### config.mk
export PLATFORM = sky130hd
export DESIGN_NAME = tga_truecolor_to_rgba_core
export DESIGN_NICKNAME = d
export VERILOG_FILES = /design/src/rtl/core/tga_pkg.sv /design/src/rtl/core/tga_truecolor_to_rgba_core.sv /design/src/rtl/core/tga_dec.sv /design/src/rtl/core/tga_outq.sv
export VERILOG_INCLUDE_DIRS = /design/src /design/src/rtl/core
export SDC_FILE = /design/constraint.sdc
export NUM_CORES = 2
export LEC_CHECK = 0
export BUFFER_PORTS_ARGS = -buffer_cell sky130_fd_sc_hd__buf_2
export CAP_MARGIN = 25
export CORE_ASPECT_RATIO = 2
export CORE_MARGIN = 2
export CORE_UTILIZATION = 55
export CTS_CLUSTER_DIAMETER = 200
export DETAILED_ROUTE_END_ITERATION = 8
export GPL_TIMING_DRIVEN = 0
export PLACE_DENSITY = 0.81
export SLEW_MARGIN = 40
export SYNTH_ARGS = -nofsm -noshare
export SYNTH_HDL_FRONTEND = slang
export SYNTH_HIERARCHICAL = 1
export SYNTH_SLANG_ARGS = --single-unit
export TNS_END_PERCENT = 20
### constraint.sdc
create_clock -name clock -period 17.9 [get_ports clock]
set_clock_uncertainty 0.1 [all_clocks]
set_input_delay 5.37 -clock clock [delete_from_list [all_inputs] [get_ports clock]]
set_output_delay 5.37 -clock clock [all_outputs]
set_load 0.05 [all_outputs]
### src/rtl/core/tga_truecolor_to_rgba_core_macros.svh
// ----------------------------------------------------------------------------
// tga assertion macros
// shared concurrent assertion forms for the tga truecolor decoder
// ----------------------------------------------------------------------------
`ifndef TGA_TRUECOLOR_TO_RGBA_CORE_MACROS_SVH
`define TGA_TRUECOLOR_TO_RGBA_CORE_MACROS_SVH

// implication or plain property, checked on every clock outside reset
`define TGA_ASSERT(lbl, clk, rst, prop, msg) \
   lbl: assert property (@(posedge clk) disable iff (rst) prop) else $error(msg);

// condition that must never be seen outside reset
`define TGA_ASSERT_NEVER(lbl, clk, rst, cond, msg) \
   lbl: assert property (@(posedge clk) disable iff (rst) !(cond)) else $error(msg);

`endif

### src/rtl/core/tga_pkg.sv
// ----------------------------------------------------------------------------
// tga package
// shared types, status codes and header constants of the tga decoder
// ----------------------------------------------------------------------------
package tga_pkg;

   localparam int unsigned MAX_PIXELS = 1048576;
   localparam int unsigned QDEPTH     = 4;
   localparam int unsigned QPTR_W     = $clog2(QDEPTH);
   localparam int unsigned QCNT_W     = $clog2(QDEPTH + 1);
   localparam int unsigned IDX_W      = 20;

   // header layout
   localparam logic [4:0] HDR_LEN      = 5'd18;
   localparam logic [4:0] HDR_TYPE     = 5'd2;
   localparam logic [4:0] HDR_W_LO     = 5'd12;
   localparam logic [4:0] HDR_W_HI     = 5'd13;
   localparam logic [4:0] HDR_H_LO     = 5'd14;
   localparam logic [4:0] HDR_H_HI     = 5'd15;
   localparam logic [4:0] HDR_DEPTH    = 5'd16;
   localparam logic [4:0] HDR_DESC     = 5'd17;
   localparam logic [7:0] IMG_TRUE     = 8'd2;
   localparam logic [7:0] DEPTH_24     = 8'd24;
   localparam logic [7:0] DEPTH_32     = 8'd32;
   localparam int unsigned DESC_TOP    = 5;
   localparam logic [7:0] ALPHA_OPAQUE = 8'hFF;

   // status codes
   localparam logic [2:0] ST_OK        = 3'd0;
   localparam logic [2:0] ST_SHORT_HDR = 3'd1;
   localparam logic [2:0] ST_BAD_TYPE  = 3'd2;
   localparam logic [2:0] ST_BAD_DIMS  = 3'd3;
   localparam logic [2:0] ST_SHORT_DAT = 3'd4;
   localparam logic [2:0] ST_TOO_LARGE = 3'd5;

   typedef struct packed {
      logic             is_status;
      logic [IDX_W-1:0] dest_index;
      logic [7:0]       red;
      logic [7:0]       green;
      logic [7:0]       blue;
      logic [7:0]       alpha;
      logic [2:0]       status;
      logic [15:0]      width;
      logic [15:0]      height;
      logic             final_res;
   } res_type;

endpackage

### src/rtl/core/tga_truecolor_to_rgba_core.sv
// ----------------------------------------------------------------------------
// tga truecolor to rgba core
// decodes an uncompressed 24/32-bit tga byte stream into rgba pixels with
// top-down destination indexes and one closing status per file
// ----------------------------------------------------------------------------
//  channel  direction  beat
//  req_     in         one file byte plus end-of-file flag
//  rsp_     out        one pixel or one final status
//
//  a byte is registered on entry, decoded once the queue has room for two results,
//  and its results land in a four-entry result queue; one byte per cycle sustained while rsp_ready stays high.
//  a byte that ends a file and completes a pixel gives two beats, pixel first.
//  the input stage moves on only while the queue has two free slots, so
//  rsp_ready low backs up into req_ready once the queue holds more than two results.
//  reset clears all control state at once; no clearing pass.
// ----------------------------------------------------------------------------
`include "tga_truecolor_to_rgba_core_macros.svh"

module tga_truecolor_to_rgba_core (
   input  logic        clock,
   input  logic        reset,
   input  logic        req_valid,
   output logic        req_ready,
   input  logic [7:0]  req_data_byte,
   input  logic        req_last_byte,
   output logic        rsp_valid,
   input  logic        rsp_ready,
   output logic        rsp_is_status,
   output logic [19:0] rsp_dest_index,
   output logic [7:0]  rsp_red,
   output logic [7:0]  rsp_green,
   output logic [7:0]  rsp_blue,
   output logic [7:0]  rsp_alpha,
   output logic [2:0]  rsp_status,
   output logic [15:0] rsp_width,
   output logic [15:0] rsp_height,
   output logic        rsp_final_res
);

   logic                       in_v_ff, in_v_in;
   logic [7:0]                 in_byte_ff, in_byte_in;
   logic                       in_last_ff, in_last_in;
   logic                       advance;
   logic [tga_pkg::QCNT_W-1:0] q_level;
   logic                       pix_valid;
   tga_pkg::res_type           pix;
   logic                       st_valid;
   tga_pkg::res_type           st;
   tga_pkg::res_type           head;

   // room for a pixel and a status from the same beat
   assign advance   = in_v_ff && (q_level <= tga_pkg::QCNT_W'(tga_pkg::QDEPTH - 2));
   assign req_ready = !in_v_ff || advance;

   always_comb begin
      in_v_in    = in_v_ff;
      in_byte_in = in_byte_ff;
      in_last_in = in_last_ff;
      if (req_valid && req_ready) begin
         in_v_in    = 1'b1;
         in_byte_in = req_data_byte;
         in_last_in = req_last_byte;
      end else if (advance) begin
         in_v_in = 1'b0;
      end
   end

   always_ff @(posedge clock) begin
      if (reset) begin
         in_v_ff <= 1'b0;
      end else begin
         in_v_ff <= in_v_in;
      end
   end

   always_ff @(posedge clock) begin
      in_byte_ff <= in_byte_in;
      in_last_ff <= in_last_in;
   end

   tga_dec u_dec (
      .clock     (clock),
      .reset     (reset),
      .step      (advance),
      .data_byte (in_byte_ff),
      .last_byte (in_last_ff),
      .pix_valid (pix_valid),
      .pix       (pix),
      .st_valid  (st_valid),
      .st        (st)
   );

   tga_outq u_outq (
      .clock        (clock),
      .reset        (reset),
      .push_a_valid (pix_valid),
      .push_a       (pix),
      .push_b_valid (st_valid),
      .push_b       (st),
      .pop_valid    (rsp_valid),
      .pop_ready    (rsp_ready),
      .pop_data     (head),
      .level        (q_level)
   );

   assign rsp_is_status  = head.is_status;
   assign rsp_dest_index = head.dest_index;
   assign rsp_red        = head.red;
   assign rsp_green      = head.green;
   assign rsp_blue       = head.blue;
   assign rsp_alpha      = head.alpha;
   assign rsp_status     = head.status;
   assign rsp_width      = head.width;
   assign rsp_height     = head.height;
   assign rsp_final_res  = head.final_res;

   `TGA_ASSERT_NEVER(a_queue_bound, clock, reset, q_level > tga_pkg::QCNT_W'(tga_pkg::QDEPTH), "result queue overfilled")
   `TGA_ASSERT(a_step_room, clock, reset, advance |-> q_level <= tga_pkg::QCNT_W'(tga_pkg::QDEPTH - 2), "decode step without room for two results")
   `TGA_ASSERT(a_status_shape, clock, reset, (rsp_valid && rsp_is_status) |-> (rsp_final_res && rsp_dest_index == '0 && rsp_alpha == '0), "status beat carries pixel fields")
   `TGA_ASSERT(a_pixel_shape, clock, reset, (rsp_valid && !rsp_is_status) |-> (!rsp_final_res && rsp_status == tga_pkg::ST_OK && rsp_width == '0), "pixel beat carries status fields")

endmodule

### src/rtl/core/tga_dec.sv
// ----------------------------------------------------------------------------
// tga byte decoder
// header capture and verdict, pixel assembly, row flip and status build
// ----------------------------------------------------------------------------
module tga_dec (
   input  logic             clock,
   input  logic             reset,
   input  logic             step,
   input  logic [7:0]       data_byte,
   input  logic             last_byte,
   output logic             pix_valid,
   output tga_pkg::res_type pix,
   output logic             st_valid,
   output tga_pkg::res_type st
);

   logic [4:0]                 hdr_cnt_ff, hdr_cnt_in;
   logic                       type_ok_ff, type_ok_in;
   logic [15:0]                width_ff, width_in;
   logic [15:0]                height_ff, height_in;
   logic [7:0]                 depth_ff, depth_in;
   logic                       top_down_ff, top_down_in;
   logic [2:0]                 err_ff, err_in;
   logic [1:0]                 chan_ff, chan_in;
   logic [7:0]                 hold_ff [3];
   logic [7:0]                 hold_in [3];
   logic [15:0]                col_ff, col_in;
   logic [15:0]                row_ff, row_in;
   logic [tga_pkg::IDX_W-1:0]  base_ff, base_in;
   logic [31:0]                prod_ff;

   logic       need4;
   logic [1:0] last_chan;
   logic       dims_bad;

   // area is recomputed every cycle, settled well before the descriptor byte
   always_ff @(posedge clock) begin
      prod_ff <= 32'(width_ff) * 32'(height_ff);
   end

   always_comb begin
      need4     = (depth_ff == tga_pkg::DEPTH_32);
      last_chan = need4 ? 2'd3 : 2'd2;
      dims_bad  = (width_ff == 16'd0) || (height_ff == 16'd0) ||
                  ((depth_ff != tga_pkg::DEPTH_24) && (depth_ff != tga_pkg::DEPTH_32));

      hdr_cnt_in = hdr_cnt_ff;
      type_ok_in = type_ok_ff;
      width_in   = width_ff;
      height_in  = height_ff;
      depth_in   = depth_ff;
      err_in     = err_ff;
      chan_in    = chan_ff;
      hold_in    = hold_ff;
      col_in     = col_ff;
      row_in     = row_ff;
      base_in    = base_ff;
      pix_valid  = 1'b0;
      pix        = '0;
      st_valid   = 1'b0;
      st         = '0;

      if (step) begin
         if (hdr_cnt_ff < tga_pkg::HDR_LEN) begin
            hdr_cnt_in = hdr_cnt_ff + 5'd1;
            case (hdr_cnt_ff)
               tga_pkg::HDR_TYPE:  type_ok_in = (data_byte == tga_pkg::IMG_TRUE);
               tga_pkg::HDR_W_LO:  width_in[7:0] = data_byte;
               tga_pkg::HDR_W_HI:  width_in[15:8] = data_byte;
               tga_pkg::HDR_H_LO:  height_in[7:0] = data_byte;
               tga_pkg::HDR_H_HI:  height_in[15:8] = data_byte;
               tga_pkg::HDR_DEPTH: depth_in = data_byte;
               tga_pkg::HDR_DESC: begin
                  if (!type_ok_ff) begin
                     err_in = tga_pkg::ST_BAD_TYPE;
                  end else if (dims_bad) begin
                     err_in = tga_pkg::ST_BAD_DIMS;
                  end else if (prod_ff > 32'(tga_pkg::MAX_PIXELS)) begin
                     err_in = tga_pkg::ST_TOO_LARGE;
                  end else begin
                     err_in = tga_pkg::ST_OK;
                  end
                  // bottom-up files start on the last output row
                  base_in = data_byte[tga_pkg::DESC_TOP] ? '0 :
                            prod_ff[tga_pkg::IDX_W-1:0] - tga_pkg::IDX_W'(width_ff);
               end
               default: ;
            endcase
         end else if ((err_ff == tga_pkg::ST_OK) && (row_ff < height_ff)) begin
            if (chan_ff != last_chan) begin
               hold_in[chan_ff] = data_byte;
               chan_in          = chan_ff + 2'd1;
            end else begin
               pix_valid      = 1'b1;
               pix.dest_index = base_ff + tga_pkg::IDX_W'(col_ff);
               pix.red        = need4 ? hold_ff[2] : data_byte;
               pix.green      = hold_ff[1];
               pix.blue       = hold_ff[0];
               pix.alpha      = need4 ? data_byte : tga_pkg::ALPHA_OPAQUE;
               chan_in        = 2'd0;
               if (({1'b0, col_ff} + 17'd1) < {1'b0, width_ff}) begin
                  col_in = col_ff + 16'd1;
               end else begin
                  col_in = 16'd0;
                  row_in = row_ff + 16'd1;
                  if (top_down_ff) begin
                     base_in = base_ff + tga_pkg::IDX_W'(width_ff);
                  end else begin
                     base_in = base_ff - tga_pkg::IDX_W'(width_ff);
                  end
               end
            end
         end

         if (last_byte) begin
            st_valid     = 1'b1;
            st.is_status = 1'b1;
            st.final_res = 1'b1;
            st.width     = width_in;
            st.height    = height_in;
            if (hdr_cnt_in < tga_pkg::HDR_LEN) begin
               st.status = tga_pkg::ST_SHORT_HDR;
            end else if (err_in != tga_pkg::ST_OK) begin
               st.status = err_in;
            end else if (row_in < height_ff) begin
               st.status = tga_pkg::ST_SHORT_DAT;
            end else begin
               st.status = tga_pkg::ST_OK;
            end
            // file ends, next beat opens a new one
            hdr_cnt_in = '0;
            type_ok_in = 1'b0;
            width_in   = '0;
            height_in  = '0;
            depth_in   = '0;
            err_in     = tga_pkg::ST_OK;
            chan_in    = '0;
            col_in     = '0;
            row_in     = '0;
            base_in    = '0;
         end
      end
   end

   always_comb begin
      top_down_in = top_down_ff;
      if (step) begin
         if (hdr_cnt_ff == tga_pkg::HDR_DESC) begin
            top_down_in = data_byte[tga_pkg::DESC_TOP];
         end
         if (last_byte) begin
            top_down_in = 1'b0;
         end
      end
   end

   always_ff @(posedge clock) begin
      if (reset) begin
         hdr_cnt_ff  <= '0;
         type_ok_ff  <= 1'b0;
         width_ff    <= '0;
         height_ff   <= '0;
         depth_ff    <= '0;
         top_down_ff <= 1'b0;
         err_ff      <= tga_pkg::ST_OK;
         chan_ff     <= '0;
         col_ff      <= '0;
         row_ff      <= '0;
         base_ff     <= '0;
      end else begin
         hdr_cnt_ff  <= hdr_cnt_in;
         type_ok_ff  <= type_ok_in;
         width_ff    <= width_in;
         height_ff   <= height_in;
         depth_ff    <= depth_in;
         top_down_ff <= top_down_in;
         err_ff      <= err_in;
         chan_ff     <= chan_in;
         col_ff      <= col_in;
         row_ff      <= row_in;
         base_ff     <= base_in;
      end
   end

   always_ff @(posedge clock) begin
      hold_ff <= hold_in;
   end

endmodule

### src/rtl/core/tga_outq.sv
// ----------------------------------------------------------------------------
// tga result queue
// small register queue taking up to two results per cycle, one out per cycle while pop_ready is high
// ----------------------------------------------------------------------------
module tga_outq (
   input  logic                       clock,
   input  logic                       reset,
   input  logic                       push_a_valid,
   input  tga_pkg::res_type           push_a,
   input  logic                       push_b_valid,
   input  tga_pkg::res_type           push_b,
   output logic                       pop_valid,
   input  logic                       pop_ready,
   output tga_pkg::res_type           pop_data,
   output logic [tga_pkg::QCNT_W-1:0] level
);

   tga_pkg::res_type            mem_ff [tga_pkg::QDEPTH];
   logic [tga_pkg::QPTR_W-1:0]  wr_ff, wr_in;
   logic [tga_pkg::QPTR_W-1:0]  rd_ff, rd_in;
   logic [tga_pkg::QCNT_W-1:0]  cnt_ff, cnt_in;
   logic                        pop;
   logic                        both;
   logic                        any;
   tga_pkg::res_type            first;

   always_comb begin
      pop       = pop_valid && pop_ready;
      both      = push_a_valid && push_b_valid;
      any       = push_a_valid || push_b_valid;
      first     = push_a_valid ? push_a : push_b;
      wr_in     = wr_ff + (both ? tga_pkg::QPTR_W'(2) : tga_pkg::QPTR_W'(any));
      rd_in     = rd_ff + tga_pkg::QPTR_W'(pop);
      cnt_in    = cnt_ff + (both ? tga_pkg::QCNT_W'(2) : tga_pkg::QCNT_W'(any))
                  - tga_pkg::QCNT_W'(pop);
      pop_valid = (cnt_ff != '0);
      pop_data  = mem_ff[rd_ff];
      level     = cnt_ff;
   end

   always_ff @(posedge clock) begin
      if (any) begin
         mem_ff[wr_ff] <= first;
      end
      if (both) begin
         mem_ff[wr_ff + tga_pkg::QPTR_W'(1)] <= push_b;
      end
   end

   always_ff @(posedge clock) begin
      if (reset) begin
         wr_ff  <= '0;
         rd_ff  <= '0;
         cnt_ff <= '0;
      end else begin
         wr_ff  <= wr_in;
         rd_ff  <= rd_in;
         cnt_ff <= cnt_in;
      end
   end

endmodule

# After elaboration in Yosys (flattened, before gate mapping)
# Memories as Yosys holds them, arrays and structs flattened. A register that Yosys moved wholly into a read port is not among the register bits.
# Cells that the tools add are included.
# op_classes
n_addsub	14
mul	1
order_cmp	9
n_eq_ne	17
muxes	80
bitwise	2
n_reduce_logical	31
# op_table
cell	count
16-bit 2-to-1 mux	15
52-bit 2-to-1 mux	4
20-bit 2-to-1 mux	8
89-bit 2-to-1 mux	1
8-bit 2-to-1 mux	10
36-bit 2-to-1 mux	2
20-bit by 16-bit adder with 20-bit output	2
20-bit by 16-bit subtractor with 20-bit output	2
16-bit by 1-bit adder with 16-bit output (second input constant)	2
32-bit by 21-bit greater-than comparator with 1-bit output (second input constant)	1
16-bit logical NOT	2
16-bit less-than comparator	2
16-bit by 16-bit multiplier with 32-bit output	1
3-bit 2-to-1 mux	10
24-bit bitwise mux	1
5-bit by 4-bit equality test with 1-bit output (second input constant)	4
1-bit 2-to-1 mux	18
16-bit by 1-bit adder with 17-bit output (second input constant)	1
17-bit by 16-bit less-than comparator with 1-bit output	1
8-bit demux with 2-bit select	1
5-bit 2-to-1 mux	3
2-bit 2-to-1 mux	7
2-bit nonzero test	6
5-bit equality test (second input constant)	2
other kinds (30)	48
# word_totals
ff_bits	177
mem_bits_rw	356
inputBits	13
output_inout_bits	91
wordCells	176
n_memories	1
# memory_table
name	words	width	rd	rd_clocked_by_memory_dff	write_ports	line	source
u_outq.mem_ff	4	89	1	1	2	tga_outq.sv:18	tga_pkg::res_type mem_ff [tga_pkg::QDEPTH];

# Logic depth before layout (Yosys ltp)
# logic_depth
word_depth	14
ltp_mapped	25
mapped_depth_nobuf	23

# By module
# The synthesis kept the hierarchy.
# modules_own_cells
mod	n_inst	cells_each	area_per_inst_um2	seq_area_each_um2
tga_dec	1	2485	20163.1	3443.3
tga_outq	1	910	17461.7	10830.4
tga_truecolor_to_rgba_core	1	18	337.8	290.3

# Worst setup path before layout
# OpenSTA, ideal clock, no wires.
# synth_path
kind	reg2reg
from	register u_dec.height_ff[11]
to	memory u_outq/mem_ff[3][0] (netlist bit) (enable)
setup_time_ns	0.673
arrival_time_ns	9.777
t_required_ns	17.127
path_slack_ns	7.350
path_stages_with_launch	17
n_path_buf	4
period_less_slack_ns	10.550
cell_sequence	dfxtp_1 -> clkbuf_1 -> inv_1 -> clkbuf_1 -> ha_1 -> a211oi_1 -> o21ai_0 -> a221oi_1 -> o211ai_1 -> or3_1 -> clkbuf_1 -> inv_1 -> clkbuf_1 -> inv_2 -> ha_1 -> nand2b_1 -> a21boi_0
# synth_rtl
item	line	source
start, declared	tga_dec.sv:20	logic [15:0] height_ff, height_in;
start signal, assigned	tga_dec.sv:174	height_ff <= height_in;
end, declared	tga_outq.sv:18	

# Worst setup path after layout
# layout_path
from	register u_dec.width_ff[15]
to	register u_dec.prod_ff[31]
# layout_between
elab_chain_len	1
# layout_lines
item	line	source
start, declared	tga_dec.sv:19	logic [15:0] width_ff, width_in;
start signal, assigned	tga_dec.sv:173	width_ff <= width_in;
16-bit by 16-bit multiplier with 32-bit output	tga_dec.sv:38	prod_ff <= 32'(width_ff) * 32'(height_ff);
end signal, assigned	tga_dec.sv:38	
end, declared	tga_dec.sv:30	logic [31:0] prod_ff;
# No other way between the ends.
# A chain may end at the register's enable or synchronous reset.

==> results.yml <==
min_path:
  min_path_type: "flip-flop to flip-flop"
floorplanning:
  rows: 136
  io_pins: 104
  die_w_um: 190
  start_util_pct: 55.4
  coreArea_sq_mm: 0.0686
  dieHeight_um: 376
  die_area_sq_mm: 0.0713
cells_and_area:
  final_cell_mix: "389 x edfxtp_1, 348 x mux2_2, 301 x nand2_1"
  synthToLayoutAreaGrowth_pct: 10.7
  final_common_cell: "edfxtp_1"
  final-seq-area_sq_mm: 0.0146
  multi_input_area_sq_mm: 0.0212
  fillerInstances: 5287
  drive_gt1_share_pct: 22.3
  design_area_sq_mm: 0.0420
  fin_nets: 4112
sta:
  rsz0062_at_grt: "no"
  min_period_ps: 8530
  worst_pin_slew_ps: 953
  hold_viol: 0
  fmax_ghz: 0.117
  drv_slew: 0
  final-setup-viol-count: 0
  fin_tns_setup_ps: 0
  fin_crit_sh_pct: 47.7
  max_slew_margin_pct: 36.5
routing:
  highest_layer: "met4"
  post_drt_wl_per_cell_um: 24.6
  drc: 0
  vias: 28441
  dr_wl_met2_mm: 58.8
  initialDrtViolationCount: 2387
  wl_met1_mm: 35.2
  ant_nets: 0
  drt_wl_total_mm: 114
  dr.pass1.iters: 6
  via_per_inst: 6.15
  wl_met3_mm: 7.56
placement:
  dp_hpwl_mm: 86.0
  gp_congestion: 1.03
  placed_area_sq_mm: 0.0405
  io_buffers: 103
clock_network:
  post_cts_buffers: 0
  root_buffer: "clkbuf_16"
  clockBufferDepth: 3
  clk_latency_ps: 600
  cts.sinks: 533
  cts_tree: "built"
  post_cts_resized: 0
  cts_made_buffers: 46
  path_clk_slew_ps: 70
  htreeDepth: 2
  cts_hold_buf: 0
power_and_ir_drop:
  vdd.ir_drop.worst_v: 0.0000896
  p_leak_uw: 0.0171
  powerDensity_mw_per_mm2: 73.4
synth:
  synth_edf_count: 389
  ys_async_sr_fraction_pct: 0
  yosys_warnings: 6
  synth-seq-cells: 533
  syn_area_sq_mm: 0.0380
  syn_inst: 3413
  synth_seq_area_share_pct: 38.4
  ys_types: 83
  syn-mean-instance-area_sq_um: 11.1
  synth_ff_type: "edfxtp_1"
worst_setup_path:
  start_kind: "flip-flop"
  cp.arrival_ps: 8890
  slowest_stage: "clkbuf_1"
  critPathMaxFanout: 11
  path_cells: "clkbuf_1 -> inv_1 -> clkbuf_2 -> nor2_1 -> ha_1 -> fa_1 -> inv_1 -> fa_1 -> inv_1 -> fa_1 -> inv_1 -> fa_1 -> inv_1 -> fa_1 -> ha_1 -> clkbuf_1 -> nand4_1 -> nor3_1 -> nand2_1 -> o21ai_0 -> o221ai_1 -> o2111ai_1 -> a21oi_1 -> xnor2_1"
  critPathMaxStageDelay_ps: 710
  cp.required_ps: 18260
  cp-end-kind: "flip-flop"
  crit_type: "flip-flop to flip-flop"
global_routing:
  first_global_vias: 29908
  grt_max_degree: 19
  antenna_found_initial: 2
  grt_pass1_wl_mm: 172
  gr-usage-all-layers_pct: 32.1
  grt_remaining_overflow: 0
job:
  timing.max_cap.violations: 0
run_status:
  status: "finished, final reports clean"
## metrics by stage
step | instances | hold WS, ps | power, uW | setup slack, ps | utilization [%]
final | 4621 | 402 | 3080 | 9370 | 61.3
after global routing | 4620 | 434 | 3160 | 9230 | 61.3
after CTS | 4620 | 399 | 3090 | 9530 | 61.3
after detailed placement | 4534 | 389 | 2070 | 9650 | 59.0
after global placement | 4501 | 370 | 2070 | -51.5 | 58.2
after floorplan | 3501 | 353 | 1910 | 7350 | -
## kinds of logic after synthesis
logic type | after synthesis | share of synthesized area (%)
other | 1 | 0.00988
AO/OA/AOI/OAI | 468 | 8.13
AND/OR/NAND/NOR | 834 | 9.88
buffers and inverters | 578 | 6.87
flip-flops | 533 | 38.4
multiplexers | 460 | 16.2
adder cells (fa/ha/maj) | 414 | 17.6
XOR/XNOR | 125 | 2.93
## synthesized netlist by cell type, types with 37 or more instances
master,n,area (sq um)
and2_1,38,238
dfxtp_1,144,2880
o21ai_0,80,400
xor2_1,37,324
a21oi_1,147,736
nand2_1,301,1130
xnor2_1,87,762
clkbuf_1,122,458
mux4_2,89,2000
inv_1,294,1100
fa_1,198,3960
mux2_2,348,3920
ha_1,216,2700
buf_4,98,736
buf_2,39,195
nor3_1,42,210
edfxtp_1,389,11700
nor2_1,276,1040
## area by class of cell
class,count,area share (%)
Inverter,309,2.76
Sequential cell,533,34.7
Clock inverter,29,0.533
Tap cell,897,2.67
Buffer,269,3.46
Clock buffer,57,3.12
Antenna cell,1,0.00595
Timing Repair Buffer,136,2.34
Multi-Input combinational cell,2390,50.5
## worst paths after layout
kind	startpoint	endpoint	slack, ps	depth (start not counted)
min reg2reg	u_dec/base_ff[13]	u_dec/base_ff[13]	400	2
min	u_dec/base_ff[13]	u_dec/base_ff[13]	400	2
max reg2reg	u_dec/width_ff[15]	u_dec/prod_ff[31]	9370	24
max	u_dec/width_ff[15]	u_dec/prod_ff[31]	9370	24
## critical path, delay by kind of cell (launching register included)
| family | cells | cell delay [ps] |
|---|---|---|
| buffers and inverters | 8 | 2250 |
| AND/OR/NAND/NOR | 4 | 1100 |
| flip-flops | 1 | 310 |
| AO/OA/AOI/OAI | 4 | 1270 |
| XOR/XNOR | 1 | 120 |
| adder cells (fa/ha/maj) | 7 | 3200 |
## per-layer routing
layer,vias to the layer above,global-route usage [%]
li1,12463,-
met1,13936,31.5
met2,1449,58.0
met3,593,4.55
met4,0,28.5
met5,-,0
## state kept, by name, indices dropped and copies added, names as in the netlist, 16 cells and up
name / cells
u_dec/base_ff: 20
u_dec/col_ff: 16
u_dec/height_ff: 16
u_dec/hold_ff: 24
u_dec/prod_ff: 32
u_dec/row_ff: 16
u_dec/width_ff: 16
u_outq/mem_ff: 356
## report_power, final
| part | total [uW] | switching (uW) | internal (uW) |
|---|---|---|---|
| logic | 699 | 476 | 223 |
| clock network | 1030 | 488 | 544 |
| registers | 1350 | 12.4 | 1340 |
No activity file was read; power rests on OpenSTA's default activity.
